<file path="src/sv/pppfc_pkg.sv">
// Shared types and constants for the PPP frame collector.
// No dependencies; every other file of the block uses this package.
`timescale 1ns / 1ps

package pppfc_pkg;

  localparam logic [7:0] FLAG_BYTE   = 8'h7E;
  localparam logic [7:0] PLUS_BYTE   = 8'h2B;
  localparam logic [7:0] HDR_ADDR    = 8'hFF;
  localparam logic [7:0] HDR_CTRL    = 8'h03;
  localparam logic [15:0] PROTO_LCP  = 16'hC021;
  localparam logic [15:0] PROTO_IPCP = 16'h8021;
  localparam logic [15:0] PROTO_IPV4 = 16'h0021;
  localparam logic [2:0] PLUS_MAX    = 3'd7;
  localparam logic [2:0] ESC_RUN_RST = 3'd3;
  localparam int unsigned HDR_BYTES  = 4;

  // Queue between front and back
  localparam int unsigned QUEUE_DEPTH = 2;
  localparam int unsigned QPTR_W      = 1;
  localparam int unsigned QCNT_W      = 2;

  typedef enum logic [1:0] {
    CMD_BYTE  = 2'd0,
    CMD_IDLE  = 2'd1,
    CMD_ENTER = 2'd2
  } cmd_e;

  typedef enum logic [2:0] {
    KIND_DATA = 3'd0,
    KIND_GOOD = 3'd1,
    KIND_BAD  = 3'd2,
    KIND_OVF  = 3'd3,
    KIND_ESC  = 3'd4
  } kind_e;

  typedef enum logic [1:0] {
    CLS_LCP   = 2'd0,
    CLS_IPCP  = 2'd1,
    CLS_IPV4  = 2'd2,
    CLS_OTHER = 2'd3
  } class_e;

  typedef struct packed {
    logic [1:0] cmd;
    logic [7:0] data_byte;
  } in_t;

  typedef struct packed {
    logic [2:0]  kind;
    logic [7:0]  byte_value;
    logic [8:0]  byte_index;
    logic [9:0]  frame_length;
    logic [15:0] protocol_word;
    logic [1:0]  protocol_class;
  } out_t;

  // Action record handed from the front to the back through the queue
  typedef struct packed {
    kind_e       kind;
    logic [7:0]  value;
    logic [8:0]  index;
    logic [9:0]  length;
    logic [15:0] proto;
  } act_t;

endpackage

</file>
<file path="src/sv/pppfc_front.sv">
// Front end: accepts requests, keeps mode, frame and plus-run state.
// Pushes one action record per result into the queue. Uses pppfc_pkg.
`timescale 1ns / 1ps

module pppfc_front #(
  parameter int unsigned FRAME_BYTES = 512
) (
  input  logic           clk_i,
  input  logic           rst_ni,
  input  logic           cfg_we_i,
  input  logic [2:0]     cfg_wdata_i,
  input  logic           in_valid_i,
  output logic           in_ready_o,
  input  pppfc_pkg::in_t in_data_i,
  output logic           push_o,
  output pppfc_pkg::act_t push_data_o,
  input  logic           q_full_i
);

  localparam int unsigned CNT_W = $clog2(FRAME_BYTES + 1);

  logic             active_q, active_d;
  logic [CNT_W-1:0] cnt_q, cnt_d;
  logic [2:0]       plus_q, plus_d;
  logic [2:0]       esc_run_q;
  logic [3:0][7:0]  hdr_q, hdr_d;
  logic             accept;
  logic             hdr_ok;
  logic [CNT_W+9:0] cnt_ext;

  assign in_ready_o = !q_full_i;
  assign accept     = in_valid_i && in_ready_o;
  assign cnt_ext    = {10'd0, cnt_q};
  assign hdr_ok     = (cnt_q >= CNT_W'(pppfc_pkg::HDR_BYTES)) &&
                      (hdr_q[3] == pppfc_pkg::HDR_ADDR) &&
                      (hdr_q[2] == pppfc_pkg::HDR_CTRL);

  always_comb begin
    active_d    = active_q;
    cnt_d       = cnt_q;
    plus_d      = plus_q;
    hdr_d       = hdr_q;
    push_o      = 1'b0;
    push_data_o = '0;
    if (accept) begin
      unique case (in_data_i.cmd)
        pppfc_pkg::CMD_ENTER: begin
          if (!active_q) begin
            active_d = 1'b1;
            cnt_d    = '0;
            plus_d   = '0;
          end
        end
        pppfc_pkg::CMD_IDLE: begin
          if (active_q && (plus_q >= esc_run_q)) begin
            active_d         = 1'b0;
            push_o           = 1'b1;
            push_data_o.kind = pppfc_pkg::KIND_ESC;
          end
        end
        pppfc_pkg::CMD_BYTE: begin
          if (active_q) begin
            if (in_data_i.data_byte == pppfc_pkg::PLUS_BYTE) begin
              if (plus_q != pppfc_pkg::PLUS_MAX) begin
                plus_d = plus_q + 3'd1;
              end
            end else begin
              plus_d = '0;
              if (in_data_i.data_byte == pppfc_pkg::FLAG_BYTE) begin
                if (cnt_q != '0) begin
                  cnt_d              = '0;
                  push_o             = 1'b1;
                  push_data_o.length = cnt_ext[9:0];
                  if (hdr_ok) begin
                    push_data_o.kind  = pppfc_pkg::KIND_GOOD;
                    push_data_o.proto = {hdr_q[1], hdr_q[0]};
                  end else begin
                    push_data_o.kind  = pppfc_pkg::KIND_BAD;
                  end
                end
              end else if (cnt_q < CNT_W'(FRAME_BYTES)) begin
                if (cnt_q < CNT_W'(pppfc_pkg::HDR_BYTES)) begin
                  hdr_d[2'd3 - cnt_q[1:0]] = in_data_i.data_byte;
                end
                cnt_d             = cnt_q + CNT_W'(1);
                push_o            = 1'b1;
                push_data_o.kind  = pppfc_pkg::KIND_DATA;
                push_data_o.value = in_data_i.data_byte;
                push_data_o.index = cnt_ext[8:0];
              end else begin
                // frame too long: drop it and start again
                cnt_d            = '0;
                push_o           = 1'b1;
                push_data_o.kind = pppfc_pkg::KIND_OVF;
              end
            end
          end
        end
        default: begin
        end
      endcase
    end
  end

  always_ff @(posedge clk_i or negedge rst_ni) begin
    if (!rst_ni) begin
      active_q  <= 1'b0;
      cnt_q     <= '0;
      plus_q    <= '0;
      hdr_q     <= '0;
      esc_run_q <= pppfc_pkg::ESC_RUN_RST;
    end else begin
      active_q <= active_d;
      cnt_q    <= cnt_d;
      plus_q   <= plus_d;
      hdr_q    <= hdr_d;
      if (cfg_we_i) begin
        esc_run_q <= cfg_wdata_i;
      end
    end
  end

endmodule

</file>
<file path="src/sv/pppfc_queue.sv">
// Short queue of action records between front and back.
// Flip-flop storage, one push and one pop per cycle. Uses pppfc_pkg.
`timescale 1ns / 1ps

module pppfc_queue (
  input  logic            clk_i,
  input  logic            rst_ni,
  input  logic            push_i,
  input  pppfc_pkg::act_t push_data_i,
  output logic            full_o,
  output logic            valid_o,
  output pppfc_pkg::act_t head_o,
  input  logic            pop_i
);

  pppfc_pkg::act_t mem_q [pppfc_pkg::QUEUE_DEPTH];
  logic [pppfc_pkg::QPTR_W-1:0] wr_q, rd_q;
  logic [pppfc_pkg::QCNT_W-1:0] cnt_q;
  logic do_push, do_pop;

  assign full_o  = (cnt_q == pppfc_pkg::QCNT_W'(pppfc_pkg::QUEUE_DEPTH));
  assign valid_o = (cnt_q != '0);
  assign head_o  = mem_q[rd_q];
  assign do_push = push_i && !full_o;
  assign do_pop  = pop_i && valid_o;

  always_ff @(posedge clk_i) begin
    if (do_push) begin
      mem_q[wr_q] <= push_data_i;
    end
  end

  always_ff @(posedge clk_i or negedge rst_ni) begin
    if (!rst_ni) begin
      wr_q  <= '0;
      rd_q  <= '0;
      cnt_q <= '0;
    end else begin
      if (do_push) begin
        wr_q <= wr_q + pppfc_pkg::QPTR_W'(1);
      end
      if (do_pop) begin
        rd_q <= rd_q + pppfc_pkg::QPTR_W'(1);
      end
      unique case ({do_push, do_pop})
        2'b10:   cnt_q <= cnt_q + pppfc_pkg::QCNT_W'(1);
        2'b01:   cnt_q <= cnt_q - pppfc_pkg::QCNT_W'(1);
        default: cnt_q <= cnt_q;
      endcase
    end
  end

endmodule

</file>
<file path="src/sv/pppfc_back.sv">
// Back end: takes action records from the queue, classifies the protocol
// and holds the result in the output register. Uses pppfc_pkg.
`timescale 1ns / 1ps

module pppfc_back (
  input  logic            clk_i,
  input  logic            rst_ni,
  input  logic            q_valid_i,
  input  pppfc_pkg::act_t q_head_i,
  output logic            q_pop_o,
  output logic            out_valid_o,
  input  logic            out_ready_i,
  output pppfc_pkg::out_t out_data_o
);

  logic            valid_q;
  pppfc_pkg::out_t data_q, data_d;
  pppfc_pkg::class_e cls;

  assign q_pop_o     = q_valid_i && (!valid_q || out_ready_i);
  assign out_valid_o = valid_q;
  assign out_data_o  = data_q;

  always_comb begin
    priority if (q_head_i.proto == pppfc_pkg::PROTO_LCP) begin
      cls = pppfc_pkg::CLS_LCP;
    end else if (q_head_i.proto == pppfc_pkg::PROTO_IPCP) begin
      cls = pppfc_pkg::CLS_IPCP;
    end else if (q_head_i.proto == pppfc_pkg::PROTO_IPV4) begin
      cls = pppfc_pkg::CLS_IPV4;
    end else begin
      cls = pppfc_pkg::CLS_OTHER;
    end
  end

  always_comb begin
    data_d              = '0;
    data_d.kind         = q_head_i.kind;
    data_d.byte_value   = q_head_i.value;
    data_d.byte_index   = q_head_i.index;
    data_d.frame_length = q_head_i.length;
    if (q_head_i.kind == pppfc_pkg::KIND_GOOD) begin
      data_d.protocol_word  = q_head_i.proto;
      data_d.protocol_class = cls;
    end
  end

  always_ff @(posedge clk_i) begin
    if (q_pop_o) begin
      data_q <= data_d;
    end
  end

  always_ff @(posedge clk_i or negedge rst_ni) begin
    if (!rst_ni) begin
      valid_q <= 1'b0;
    end else if (q_pop_o) begin
      valid_q <= 1'b1;
    end else if (out_ready_i) begin
      valid_q <= 1'b0;
    end
  end

endmodule

</file>
<file path="src/sv/ppp_frame_collector_with_escape_core.sv">
// Top level of the PPP frame collector with plus-run escape detection.
// Instantiates pppfc_front, pppfc_queue and pppfc_back; uses pppfc_pkg.
`timescale 1ns / 1ps

// The block takes one request per clock while in_ready_o is high: a received
// link byte, an idle tick or an enter-data-mode command, and gives at most
// one result per request. Data bytes come out with their index in the frame,
// a flag closes a non-empty frame with its length, header verdict and
// protocol class, a byte beyond FRAME_BYTES drops the frame with an overflow
// result, and a run of at least escape_plus_run '+' bytes followed by an
// idle tick reports escape and leaves data mode. '+' bytes never enter
// frames; no 0x7D unstuffing. Throughput is one request per cycle while the
// queue is not full, set by the front end's update of its running counters.
// A result is pushed into the queue at the edge that accepts its request and
// moves on into the output register when that register is empty or read.
// A two-entry queue plus the output register absorb a stalled sink; in_ready_o
// drops only when the queue is full. Write escape_plus_run only while idle.
module ppp_frame_collector_with_escape_core #(
  parameter int unsigned FRAME_BYTES = 512
) (
  input  logic            clk_i,
  input  logic            rst_ni,
  // configuration: escape_plus_run
  input  logic            cfg_we_i,
  input  logic [2:0]      cfg_wdata_i,
  // request channel
  input  logic            in_valid_i,
  output logic            in_ready_o,
  input  pppfc_pkg::in_t  in_data_i,
  // result channel
  output logic            out_valid_o,
  input  logic            out_ready_i,
  output pppfc_pkg::out_t out_data_o
);

  logic            push, q_full, q_valid, q_pop;
  pppfc_pkg::act_t push_data, q_head;

  // front: mode, frame count, plus run and header capture
  pppfc_front #(
    .FRAME_BYTES (FRAME_BYTES)
  ) u_front (
    .clk_i       (clk_i),
    .rst_ni      (rst_ni),
    .cfg_we_i    (cfg_we_i),
    .cfg_wdata_i (cfg_wdata_i),
    .in_valid_i  (in_valid_i),
    .in_ready_o  (in_ready_o),
    .in_data_i   (in_data_i),
    .push_o      (push),
    .push_data_o (push_data),
    .q_full_i    (q_full)
  );

  // decoupling queue
  pppfc_queue u_queue (
    .clk_i       (clk_i),
    .rst_ni      (rst_ni),
    .push_i      (push),
    .push_data_i (push_data),
    .full_o      (q_full),
    .valid_o     (q_valid),
    .head_o      (q_head),
    .pop_i       (q_pop)
  );

  // back: protocol class and output register
  pppfc_back u_back (
    .clk_i       (clk_i),
    .rst_ni      (rst_ni),
    .q_valid_i   (q_valid),
    .q_head_i    (q_head),
    .q_pop_o     (q_pop),
    .out_valid_o (out_valid_o),
    .out_ready_i (out_ready_i),
    .out_data_o  (out_data_o)
  );

endmodule

</file>
<file path="config.mk">
export PLATFORM = sky130hd
export DESIGN_NAME = ppp_frame_collector_with_escape_core
export DESIGN_NICKNAME = d
export VERILOG_FILES = /design/src/sv/pppfc_pkg.sv /design/src/sv/pppfc_front.sv /design/src/sv/pppfc_queue.sv /design/src/sv/pppfc_back.sv /design/src/sv/ppp_frame_collector_with_escape_core.sv
export SDC_FILE = /design/constraint.sdc
export NUM_CORES = 1
export LEC_CHECK = 0
export BUFFER_PORTS_ARGS = -buffer_cell sky130_fd_sc_hd__buf_4
export CAP_MARGIN = 30
export CORE_ASPECT_RATIO = 2
export CORE_UTILIZATION = 55
export DETAILED_ROUTE_END_ITERATION = 16
export PLACE_DENSITY = 0.86
export SKIP_LAST_GASP = 1
export SLEW_MARGIN = 20
export SYNTH_ARGS = -nofsm -noshare
export SYNTH_HDL_FRONTEND = slang
export SYNTH_SLANG_ARGS = --single-unit
</file>
<file path="constraint.sdc">
create_clock -name clk_i -period 4.5 [get_ports clk_i]
set_clock_uncertainty 0.2 [all_clocks]
set_input_delay 0.9 -clock clk_i [delete_from_list [all_inputs] [get_ports clk_i]]
set_output_delay 0.9 -clock clk_i [all_outputs]
set_load 0.01 [all_outputs]
</file>
# --- Word level (Yosys, flattened, before mapping) ---
# Memories as Yosys holds them, arrays and structs flattened.
# Cells that the tools add are included.
classes:
  add_sub_neg: 7
  order_cmp: 6
  eq_ne: 20
  mux: 46
  bitwise: 3
  n_reduce_logical: 24
op_table:
  columns: ["cell", "n"]
  rows:
  - ["$mux W46", 3]
  - ["$mux W10", 6]
  - ["$mux W26", 2]
  - ["$mux W43", 1]
  - ["$mux W17", 2]
  - ["$bwmux W32", 1]
  - ["$eq A16 B16 Y1 const B", 2]
  - ["$mux W3", 7]
  - ["$pmux W10 S2", 1]
  - ["$demux W8 S2", 1]
  - ["$eq A16 B6 Y1 const B", 1]
  - ["$mux W16", 1]
  - ["$mux W1", 13]
  - ["$pmux W3 S2", 2]
  - ["$add A10 B1 Y10 const B", 1]
  - ["$ge A10 B3 Y1 const B", 1]
  - ["$lt A10 B10 Y1 const B", 1]
  - ["$lt A10 B3 Y1 const B", 1]
  - ["$reduce_bool A10 Y1", 1]
  - ["$reduce_bool A2 Y1", 5]
  - ["$ne A3 B3 Y1 const B", 3]
  - ["$eq A8 B2 Y1 const B", 1]
  - ["$eq A8 B6 Y1 const B", 1]
  - ["$eq A8 B7 Y1 const B", 1]
  - ["other kinds (29)", 47]
totals:
  regBits: 102
  ram_bits: 92
  output_inout_bits: 50
  elab_cells: 126
  mem_count: 1
memory_table:
  columns: ["memory", "words", "width", "rd", "rd_ports_with_merged_regs", "wr", "line_no", "source"]
  rows:
  - ["u_queue.mem_q", 2, 46, 1, 0, 1, "pppfc_queue.sv:16", "pppfc_pkg::act_t mem_q [pppfc_pkg::QUEUE_DEPTH];"]

# --- Depth between registers and ports, before layout ---
# Gate-level depths: netlist (run 1).
depth:
  ltp_word: 10
  mapped_depth: 10

# --- Cells and area by module ---
# Synthesis (run 1) repeated with hierarchy kept, for this count alone.
hier_totals:
  hier_cells: 482
  area_unflattened_um2: 8017.7
modules_own_cells:
  columns: ["module", "n_inst", "cells_each", "area_per_inst_um2", "seq_area_each_um2"]
  rows:
  - ["pppfc_queue", 1, 161, 3642.2, 2862.7]
  - ["pppfc_front", 1, 243, 2677.6, 1228.7]
  - ["pppfc_back", 1, 78, 1697.9, 1466.4]

# --- Worst setup path after synthesis (run 1) ---
# Ideal clock, no wire load.
synth_path:
  path_type: "input-to-reg"
  startpoint: "input out_ready_i"
  endpoint: "register u_queue.cnt_q[1] (netlist name)"
  arrival_ns: 4.246
  required_ns: 4.221
  slack_ns: -0.025
  stages: 5
  path_buffers: 0
  cell_sequence: "inv_1 a21oi_1 ha_1 nor2_1 xor2_1"
synth_between:
  elab_chain_len: 5
  elab_cells_between_ends: 7
  cone_classes: "eq/ne (2); mux (1); reduce/logical (4)"
synth_rtl:
  columns: ["element", "line_no", "source"]
  rows:
  - ["from (decl)", "ppp_frame_collector_with_escape_core.sv:32", "input logic out_ready_i,"]
  - ["$logic_or A1 B1 Y1 *", "pppfc_back.sv:20", "assign q_pop_o = q_valid_i && (!valid_q || out_ready_i);"]
  - ["$logic_and A1 B1 Y1 *", "pppfc_back.sv:20", null]
  - ["via q_pop", "ppp_frame_collector_with_escape_core.sv:36", "logic push, q_full, q_valid, q_pop;"]
  - ["$logic_and A1 B1 Y1 *", "pppfc_queue.sv:25", "assign do_pop = pop_i && valid_o;"]
  - ["$eq A2 B1 Y1 or $eq A2 B2 Y1 (tied branches)", "pppfc_queue.sv:45", "unique case ({do_push, do_pop})"]
  - ["$pmux W2 S2 or $reduce_bool A2 Y1 (tied branches)", null, null]
  - ["to (signal assigned)", "pppfc_queue.sv:46", "2'b10: cnt_q <= cnt_q + pppfc_pkg::QCNT_W'(1);"]
  - ["to (signal assigned)", "pppfc_queue.sv:47", "2'b01: cnt_q <= cnt_q - pppfc_pkg::QCNT_W'(1);"]
  - ["to (signal assigned)", "pppfc_queue.sv:48", "default: cnt_q <= cnt_q;"]
  - ["to (decl)", "pppfc_queue.sv:18", "logic [pppfc_pkg::QCNT_W-1:0] cnt_q;"]
# Mark *: on every way through the listed nets, which the timed path passes. The rest lies on a longest branch.
# A chain may end at the register's enable or synchronous reset.

# --- Worst setup path in the final report (run 1) ---
layout_path:
  startpoint: "register u_front.esc_run_q[1]"
  endpoint: "memory u_queue.mem_q[0][4] (netlist name) (enable)"
layout_between:
  elab_chain_len: 8
layout_rtl:
  columns: ["element", "line_no", "source"]
  rows:
  - ["from (decl)", "pppfc_front.sv:25", "logic [2:0] esc_run_q;"]
  - ["from (signal assigned)", "pppfc_front.sv:111", "esc_run_q <= pppfc_pkg::ESC_RUN_RST;"]
  - ["from (signal assigned)", "pppfc_front.sv:118", "esc_run_q <= cfg_wdata_i;"]
  - ["$ge A3 B3 Y1", "pppfc_front.sv:55", "if (active_q && (plus_q >= esc_run_q)) begin"]
  - ["$logic_and A1 B1 Y1", "pppfc_front.sv:55", null]
  - ["$mux W1", "pppfc_front.sv:55", null]
  - ["$pmux W1 S2", "pppfc_front.sv:46", "unique case (in_data_i.cmd)"]
  - ["$mux W1", "pppfc_front.sv:45", "if (accept) begin"]
  - ["$logic_and A1 B1 Y1", "pppfc_queue.sv:24", "assign do_push = push_i && !full_o;"]
  - ["$mux W1", "pppfc_queue.sv:28", "if (do_push) begin"]
  - ["$mux W1 (not written as such)", "pppfc_queue.sv:29", "mem_q[wr_q] <= push_data_i;"]
  - ["to (decl)", "pppfc_queue.sv:16", null]
# No other way between the ends.

==> metrics.md, run 1 <==
| Metric | Value |
|---|---|
| Total grt overflow | `0` |
| Synth area leader | `edfxtp_1` |
| Die H | `171 µm` |
| Slew Viols, Final | `0` |
| Slew margin rel. | `33.3%` |
| Total wire length | `13.4 mm` |
| Die W | `86.3 µm` |
| Most frequent cells after synthesis | `edfxtp_1, dfrtp_1, and2_1` |
| DP Wirelength | `9.38 mm` |
| Largest net degree at the start of global routing | `55` |
| Post-route ant nets | `0` |
| # H-tree levels | `4` |
| Hold_buf cts | `0` |
| Residual DRC | `0` |
| Clk Latency, worst-skew pair | `0.43 ns` |
| Crit end category | `register` |
| Buffer and inverter count on the worst path | `2` |
| Status | `finished, final reports clean` |
| Post-CTS Setup Bufs | `0` |
| Most frequent cell after synthesis | `edfxtp_1` |
| Cell count after synthesis | `499` |
| Delay-heaviest family, CP | `simple AND/OR/NAND/NOR gates` |
| Lkg Pwr | `3.62 nW` |
| Synth Warn # | `0` |
| Flops & latches, synth | `194` |
| Logic pwr share | `19.7%` |
| Hold WS | `0.285 ns` |
| First-pass GRT wire length | `21.5 mm` |
| CP max FO | `27` |
| Critical path required time | `4.39 ns` |
| Min-Delay Path Class | `reg2reg` |
| Clock root cell | `clkbuf_16` |
| Synth async-reset ratio | `27.8%` |
| Worst Path Class, Setup | `reg2reg` |
| Buffers on Ports | `67` |
| Slowest stage delay, CP | `0.52 ns` |
| CTS tree | `done` |
| Power density cells | `527 mW/mm²` |
| Crit path cell chain | `inv_1 > ha_1 > a31oi_1 > nor3_1 > nor2_2 > nor2_4 > buf_4` |
| Tcrit/Tclk final | `67.6%` |
| Initial Util | `56.3%` |
| Final hold vios | `0` |
| Yosys top cell area share | `53.7%` |
| Worst setup SP type | `register` |
| Avg Cell Area, Syn | `15.7 µm²` |
| Area growth, synth to finish | `16.6%` |
| Core area | `0.0139 mm²` |
| Pre-CTS WS | `1.14 ns` |
| Final setup fails | `0` |
| Antenna fix cells | `0` |
| Final WS setup | `1.46 ns` |
| CP max-delay cell | `dfstp_2` |
| Seq/Total Area, Yosys | `71.0%` |
| Initial antenna violation count | `0` |
| Tot GR Track Use | `19.8%` |
| Max clock buf depth | `2` |
| WL/cell | `17.2 µm` |
| Setup TNS | `0 ns` |
| # Max-Cap Violations | `0` |
| Total clock sinks | `194` |
| Max VDD drop | `0.376 mV` |
| Int Power | `3.51 mW` |
| Synth Cell Area | `0.00782 mm²` |
| Arrival time at the worst endpoint | `2.93 ns` |
| Total vias in the final route | `4235` |
| Gpl congestion | `0.871` |
| Filler cells | `1006` |
| Total Nets Final | `605` |
| Most common flop cell mapped by yosys | `edfxtp_1` |
| Synth top area cells | `edfxtp_1, dfrtp_1, mux2_1` |
| Count of cell types in the netlist | `52` |
| Switching share of power | `26.9%` |
| # IOs | `68` |
| Initial DRC count | `269` |
| Total power | `4.80 mW` |
| Post-Syn Nets | `527` |
| Sw Pwr | `1.29 mW` |
| Pre-antenna DRT Iters | `5` |
| Flop pwr share | `51.1%` |
| Fin area | `0.00912 mm²` |
| Vias in the first global route | `4359` |
| Post-cts repair resize count | `0` |
| Unrepaired setup endpoints after global routing | `false` |
| Final min period | `3.04 ns` |
| Placed Area | `0.00857 mm²` |
| CTS Buf Count | `17` |
| Routed vias/inst | `5.44` |
| Max Freq | `329 MHz` |
| Row count | `61` |
| Die area | `0.0147 mm²` |
| Clock-pin slew on the worst setup and hold paths | `0.07 ns` |
| Worst slew pin tran | `0.999 ns` |
| Post-synth EDFFs | `140` |
| Power share of the clock group | `29.2%` |
| Layout cell share with drive strength beyond 1 | `26.1%` |
worst register-to-register path: stages (launching register included):
cell and delay [ns]:
dfstp_2 0.52, inv_1 0.06, ha_1 0.27, a31oi_1 0.12, nor3_1 0.42, nor2_2 0.17, nor2_4 0.49, buf_4 0.44
sequential cells by signal (all words and copies together) (netlist names), 2 cells and up:
signal	cells
u_front.esc_run_q	3
u_front.hdr_q	32
u_front.plus_q	3
u_queue.cnt_q	2
u_queue.mem_q	92
u_back.out_data_o	48
u_front.cnt_q	10
layout by cell type, fill, tap and decap left out, types with 4 or more instances in the layout:
| cell type | n |
|---|---|
| nand4_1 | 7 |
| xor2_1 | 4 |
| a21o_1 | 4 |
| edfxtp_1 | 140 |
| clkinv_4 | 4 |
| clkbuf_16 | 17 |
| and3_1 | 5 |
| mux2_2 | 30 |
| ha_1 | 10 |
| nand2_1 | 18 |
| nor2_1 | 32 |
| dfrtp_1 | 51 |
| a21oi_1 | 6 |
| inv_1 | 12 |
| mux2i_1 | 18 |
| xnor2_1 | 4 |
| o21ai_1 | 10 |
| nor3_1 | 6 |
| nor4_1 | 7 |
| mux2_1 | 32 |
| inv_6 | 4 |
| and2_1 | 37 |
| buf_4 | 72 |
| nand3_1 | 4 |
stage by stage:
stage / instances / utilization [%]
3_5_place_dp: 747 / 61.7
6_report: 779 / 65.7
5_1_grt: 779 / 65.7
3_3_place_gp: 747 / 61.7
2_1_floorplan: 499 / -
4_1_cts: 779 / 65.7
layer usage:
layer | track usage, % | vias to the layer above | part of all wire (%)
met5 | 0 | - | 0
met4 | 13.3 | 0 | 3.5
met3 | 4.00 | 28 | 3.7
met2 | 33.8 | 120 | 55
met1 | 22.0 | 2071 | 38
li1 | - | 2016 | -
kinds of logic (layout without fill, tap and decap cells):
group	Yosys count	after routing	synth area share (%)
compound gates	38	38	3.17
xor+xnor	8	8	0.896
fa+ha+maj	10	10	1.60
buf+inv	25	116	1.34
flops	194	194	71.0
mux	80	80	11.2
simple gates	144	144	10.7
final cells by class:
cell class              instances  area (µm²)  share of cell area [%]
well taps                     189         236                    2.59
flip-flops and latches        194        5560                    60.9
repair buffers                 72         541                    5.92
clock inverters                15         131                    1.44
multi-input cells             280        2190                    24.0
clock buffers                  17         425                    4.66
inverters                      12        45.0                   0.494
power groups by stage:
stage	combinational [mW]	clock, mW	sequential (mW)
after global placement	0.930	0	2.48
after global routing	1.02	1.49	2.49
final	0.948	1.40	2.46
after detailed placement	0.958	0	2.49
after CTS	0.962	1.43	2.46
after floorplan	0.496	0	2.51
final timing paths:
check	start	end	slack, ns	cells past startpoint
setup / recovery	u_front.esc_run_q[1]$_DFFE_PN1P_	u_queue.mem_q[0][4]$_DFFE_PP_	1.46	7
max in group asynchronous	rst_ni	u_queue.rd_q$_DFFE_PN0P_	3.29	1
hold reg to reg	u_front.hdr_q[1]$_DFFE_PN0P_	u_front.hdr_q[1]$_DFFE_PN0P_	0.29	1
hold / removal	u_front.hdr_q[1]$_DFFE_PN0P_	u_front.hdr_q[1]$_DFFE_PN0P_	0.29	1
setup reg to reg	u_front.esc_run_q[1]$_DFFE_PN1P_	u_queue.mem_q[0][4]$_DFFE_PP_	1.46	7
min in group asynchronous	rst_ni	u_front.hdr_q[10]$_DFFE_PN0P_	0.31	1
Note: power is estimated with default switching activity, not from simulation.
==> inputs of run 2 (changes only) <==
- clock period: 4.5 -> 3 ns (I/O delays scaled with it)
==> run 2 against run 1 <==
Effect of this change: sequential cell count unchanged; wire length increased by 4.0%; critical path depth unchanged; utilization increased by 0.76 points; count of clock-buffer cells in the layout increased by 1; total power increased by 52%; via count increased by 2.5%; design area increased by 1.2%; combinational power increased by 54%; global-route usage increased by 0.74 points; largest cell class unchanged.
==> metrics.md, run 2 (synthesized netlist as in run 1, its figures left out) <==
| Metric | Value |
|---|---|
| Initial antenna violation count | `0 (unchanged)` |
| Power density cells | `794 mW/mm² (+51%)` |
| Flop pwr share | `50.0% (-1.1 points)` |
| Most common cell after layout, fill and taps aside | `edfxtp_1` |
| Clk Latency, worst-skew pair | `0.43 ns (about the same)` |
| Tcrit/Tclk final | `92.3% (+25 points)` |
| Placed Area | `0.00866 mm² (+1.1%)` |
| Buffers on Ports | `67 (unchanged)` |
| Final setup fails | `0 (unchanged)` |
| Total vias in the final route | `4340 (+2.5%)` |
| Layout cell share with drive strength beyond 1 | `27.1% (+1.0 points)` |
| Slowest stage delay, CP | `0.58 ns (+0.06 ns)` |
| Worst setup SP type | `register` |
| # IOs | `68 (unchanged)` |
| Final WS setup | `0.232 ns (-1.22 ns)` |
| Crit path cell chain | `inv_1 > ha_1 > a31oi_1 > nor3_1 > nor2_2 > nor2_4 > buf_12` |
| Antenna fix cells | `0 (unchanged)` |
| Final non-filler cell total | `786 (+0.90%)` |
| CP max FO | `24 (-11%)` |
| Max Freq | `361 MHz (+9.9%)` |
| Max reg flops | `92 (unchanged)` |
| Hold_buf cts | `0 (unchanged)` |
| Max VDD drop | `0.584 mV (+55%)` |
| Die W | `86.3 µm (unchanged)` |
| CTS tree | `done` |
| Core area | `0.0139 mm² (unchanged)` |
| Die H | `171 µm (unchanged)` |
| WL/cell | `17.7 µm (+3.1%)` |
| Arrival time at the worst endpoint | `2.70 ns (-0.23 ns)` |
| Vias in the first global route | `4478 (+2.7%)` |
| Logic pwr share | `19.9% (+0.2 points)` |
| Total power | `7.33 mW (+52%)` |
| CTS Buf Count | `17 (unchanged)` |
| Max clock buf depth | `2 (unchanged)` |
| Lkg Pwr | `3.67 nW (+1.5%)` |
| Final hold vios | `0 (unchanged)` |
| Status | `finished, final reports clean` |
| Placed cells | `754 (+0.94%)` |
| Slew margin rel. | `50.4% (+17 points)` |
| Total wire length | `13.9 mm (+4.0%)` |
| Post-CTS Setup Bufs | `0 (unchanged)` |
| Total clock sinks | `194 (unchanged)` |
| Crit end category | `register` |
| Routed vias/inst | `5.52 (+1.6%)` |
| Total grt overflow | `0 (unchanged)` |
| DP Wirelength | `9.72 mm (+3.6%)` |
| Worst Path Class, Setup | `reg2reg` |
| Initial DRC count | `242 (-10%)` |
| First-pass GRT wire length | `22.7 mm (+5.4%)` |
| Pre-CTS WS | `0.118 ns (-1.02 ns)` |
| Total Nets Final | `612 (+1.2%)` |
| Clock-pin slew on the worst setup and hold paths | `0.07 ns (about the same)` |
| Min-Delay Path Class | `in2async` |
| Pre-antenna DRT Iters | `5 (unchanged)` |
| Commonest cells after routing, fill and taps aside | `edfxtp_1, buf_4, dfrtp_1, and2_1` |
| Largest net degree at the start of global routing | `55 (unchanged)` |
| Sw Pwr | `2.02 mW (+56%)` |
| Multi-input gate area | `0.00219 mm² (unchanged)` |
| Gpl congestion | `0.820 (-5.8%)` |
| Tot GR Track Use | `20.5% (+0.74 points)` |
| Filler cells | `976 (-3.0%)` |
| Unrepaired setup endpoints after global routing | `false` |
| Int Power | `5.31 mW (+51%)` |
| Post-cts repair resize count | `0 (unchanged)` |
| # H-tree levels | `4 (unchanged)` |
| Largest Register | `u_queue.mem_q` |
| Row count | `61 (unchanged)` |
| Reg area | `0.00556 mm² (unchanged)` |
| Die area | `0.0147 mm² (unchanged)` |
| Area growth, synth to finish | `18.0%` |
| Fin area | `0.00923 mm² (+1.2%)` |
| Slew Viols, Final | `0 (unchanged)` |
| Clock root cell | `clkbuf_16` |
| # Max-Cap Violations | `0 (unchanged)` |
| Post-route ant nets | `0 (unchanged)` |
| Power share of the clock group | `30.1% (+0.9 points)` |
| Worst slew pin tran | `0.739 ns (-0.260 ns)` |
| Final min period | `2.77 ns (-0.275 ns)` |
| CP max-delay cell | `nor2_4` |
| Residual DRC | `0 (unchanged)` |
| Critical path required time | `2.93 ns (-1.46 ns)` |
| Initial Util | `56.3% (unchanged)` |
| Switching share of power | `27.5% (+0.60 points)` |
==> run 2: changes by cell type in the layout (fill, tap and decap cells not counted), sizes merged <==
cell | before | now
buf | 72 | 79
clkbuf | 17 | 18
clkinv | 8 | 3
inv | 16 | 20
==> run 2: power groups by stage <==
stage / combinational (mW) / sequential [mW] / clock [mW]
after floorplan: 0.748 / 3.77 / 0
after detailed placement: 1.47 / 3.73 / 0
after global placement: 1.43 / 3.70 / 0
final: 1.46 / 3.66 / 2.20
after CTS: 1.48 / 3.67 / 2.22
after global routing: 1.58 / 3.72 / 2.32
==> run 2: final cells by class <==
class                      instances  share of cell area [%]
clock buffer                      18                    4.65
sequential                       194                    60.2
multi-input combinational        280                    23.7
timing repair buffer              79                    6.83
tap                              189                    2.56
inverter                          12                   0.488
clock inverter                    14                    1.55
==> run 2: final timing paths <==
kind | start | to | slack, ns | depth (start not counted)
max in group asynchronous | rst_ni | u_queue.rd_q$_DFFE_PN0P_ | 2.09 | 1
hold reg to reg | u_front.hdr_q[1]$_DFFE_PN0P_ | u_front.hdr_q[1]$_DFFE_PN0P_ | 0.29 | 1
hold / removal | rst_ni | u_front.hdr_q[9]$_DFFE_PN0P_ | 0.003 | 1
setup reg to reg | u_front.esc_run_q[1]$_DFFE_PN1P_ | u_queue.mem_q[0][2]$_DFFE_PP_ | 0.23 | 7
setup / recovery | u_front.esc_run_q[1]$_DFFE_PN1P_ | u_queue.mem_q[0][2]$_DFFE_PP_ | 0.23 | 7
min in group clk_i | cfg_we_i | u_front.esc_run_q[1]$_DFFE_PN1P_ | 0.16 | 2
==> run 2: worst max-delay path, delay by kind of cell (launching register included) <==
family	cells	cell delay [ns]
buffers and inverters	2	0.30
and+or+nand+nor	3	1.04
adders and majority gates	1	0.27
AOI/OAI and AO/OA	1	0.13
DFF	1	0.52
==> run 2: through the flow <==
stage	util [%]	hold slack (ns)	setup TNS, ns
finish	66.4	0.00268	0
global route	66.4	0.0558	0
CTS	66.4	0.0244	0
detailed placement	62.3	0.278	0
global placement	62.3	0.270	0
floorplan	-	0.104	-0.0386
==> run 2: metal layers <==
layer	vias to the layer above	track usage (%)	wire length [µm]
met5	-	0	0
met3	28	3.18	482
li1	2028	-	-
met1	2164	24.5	5610
met2	120	35.9	7520
met4	0	9.86	334
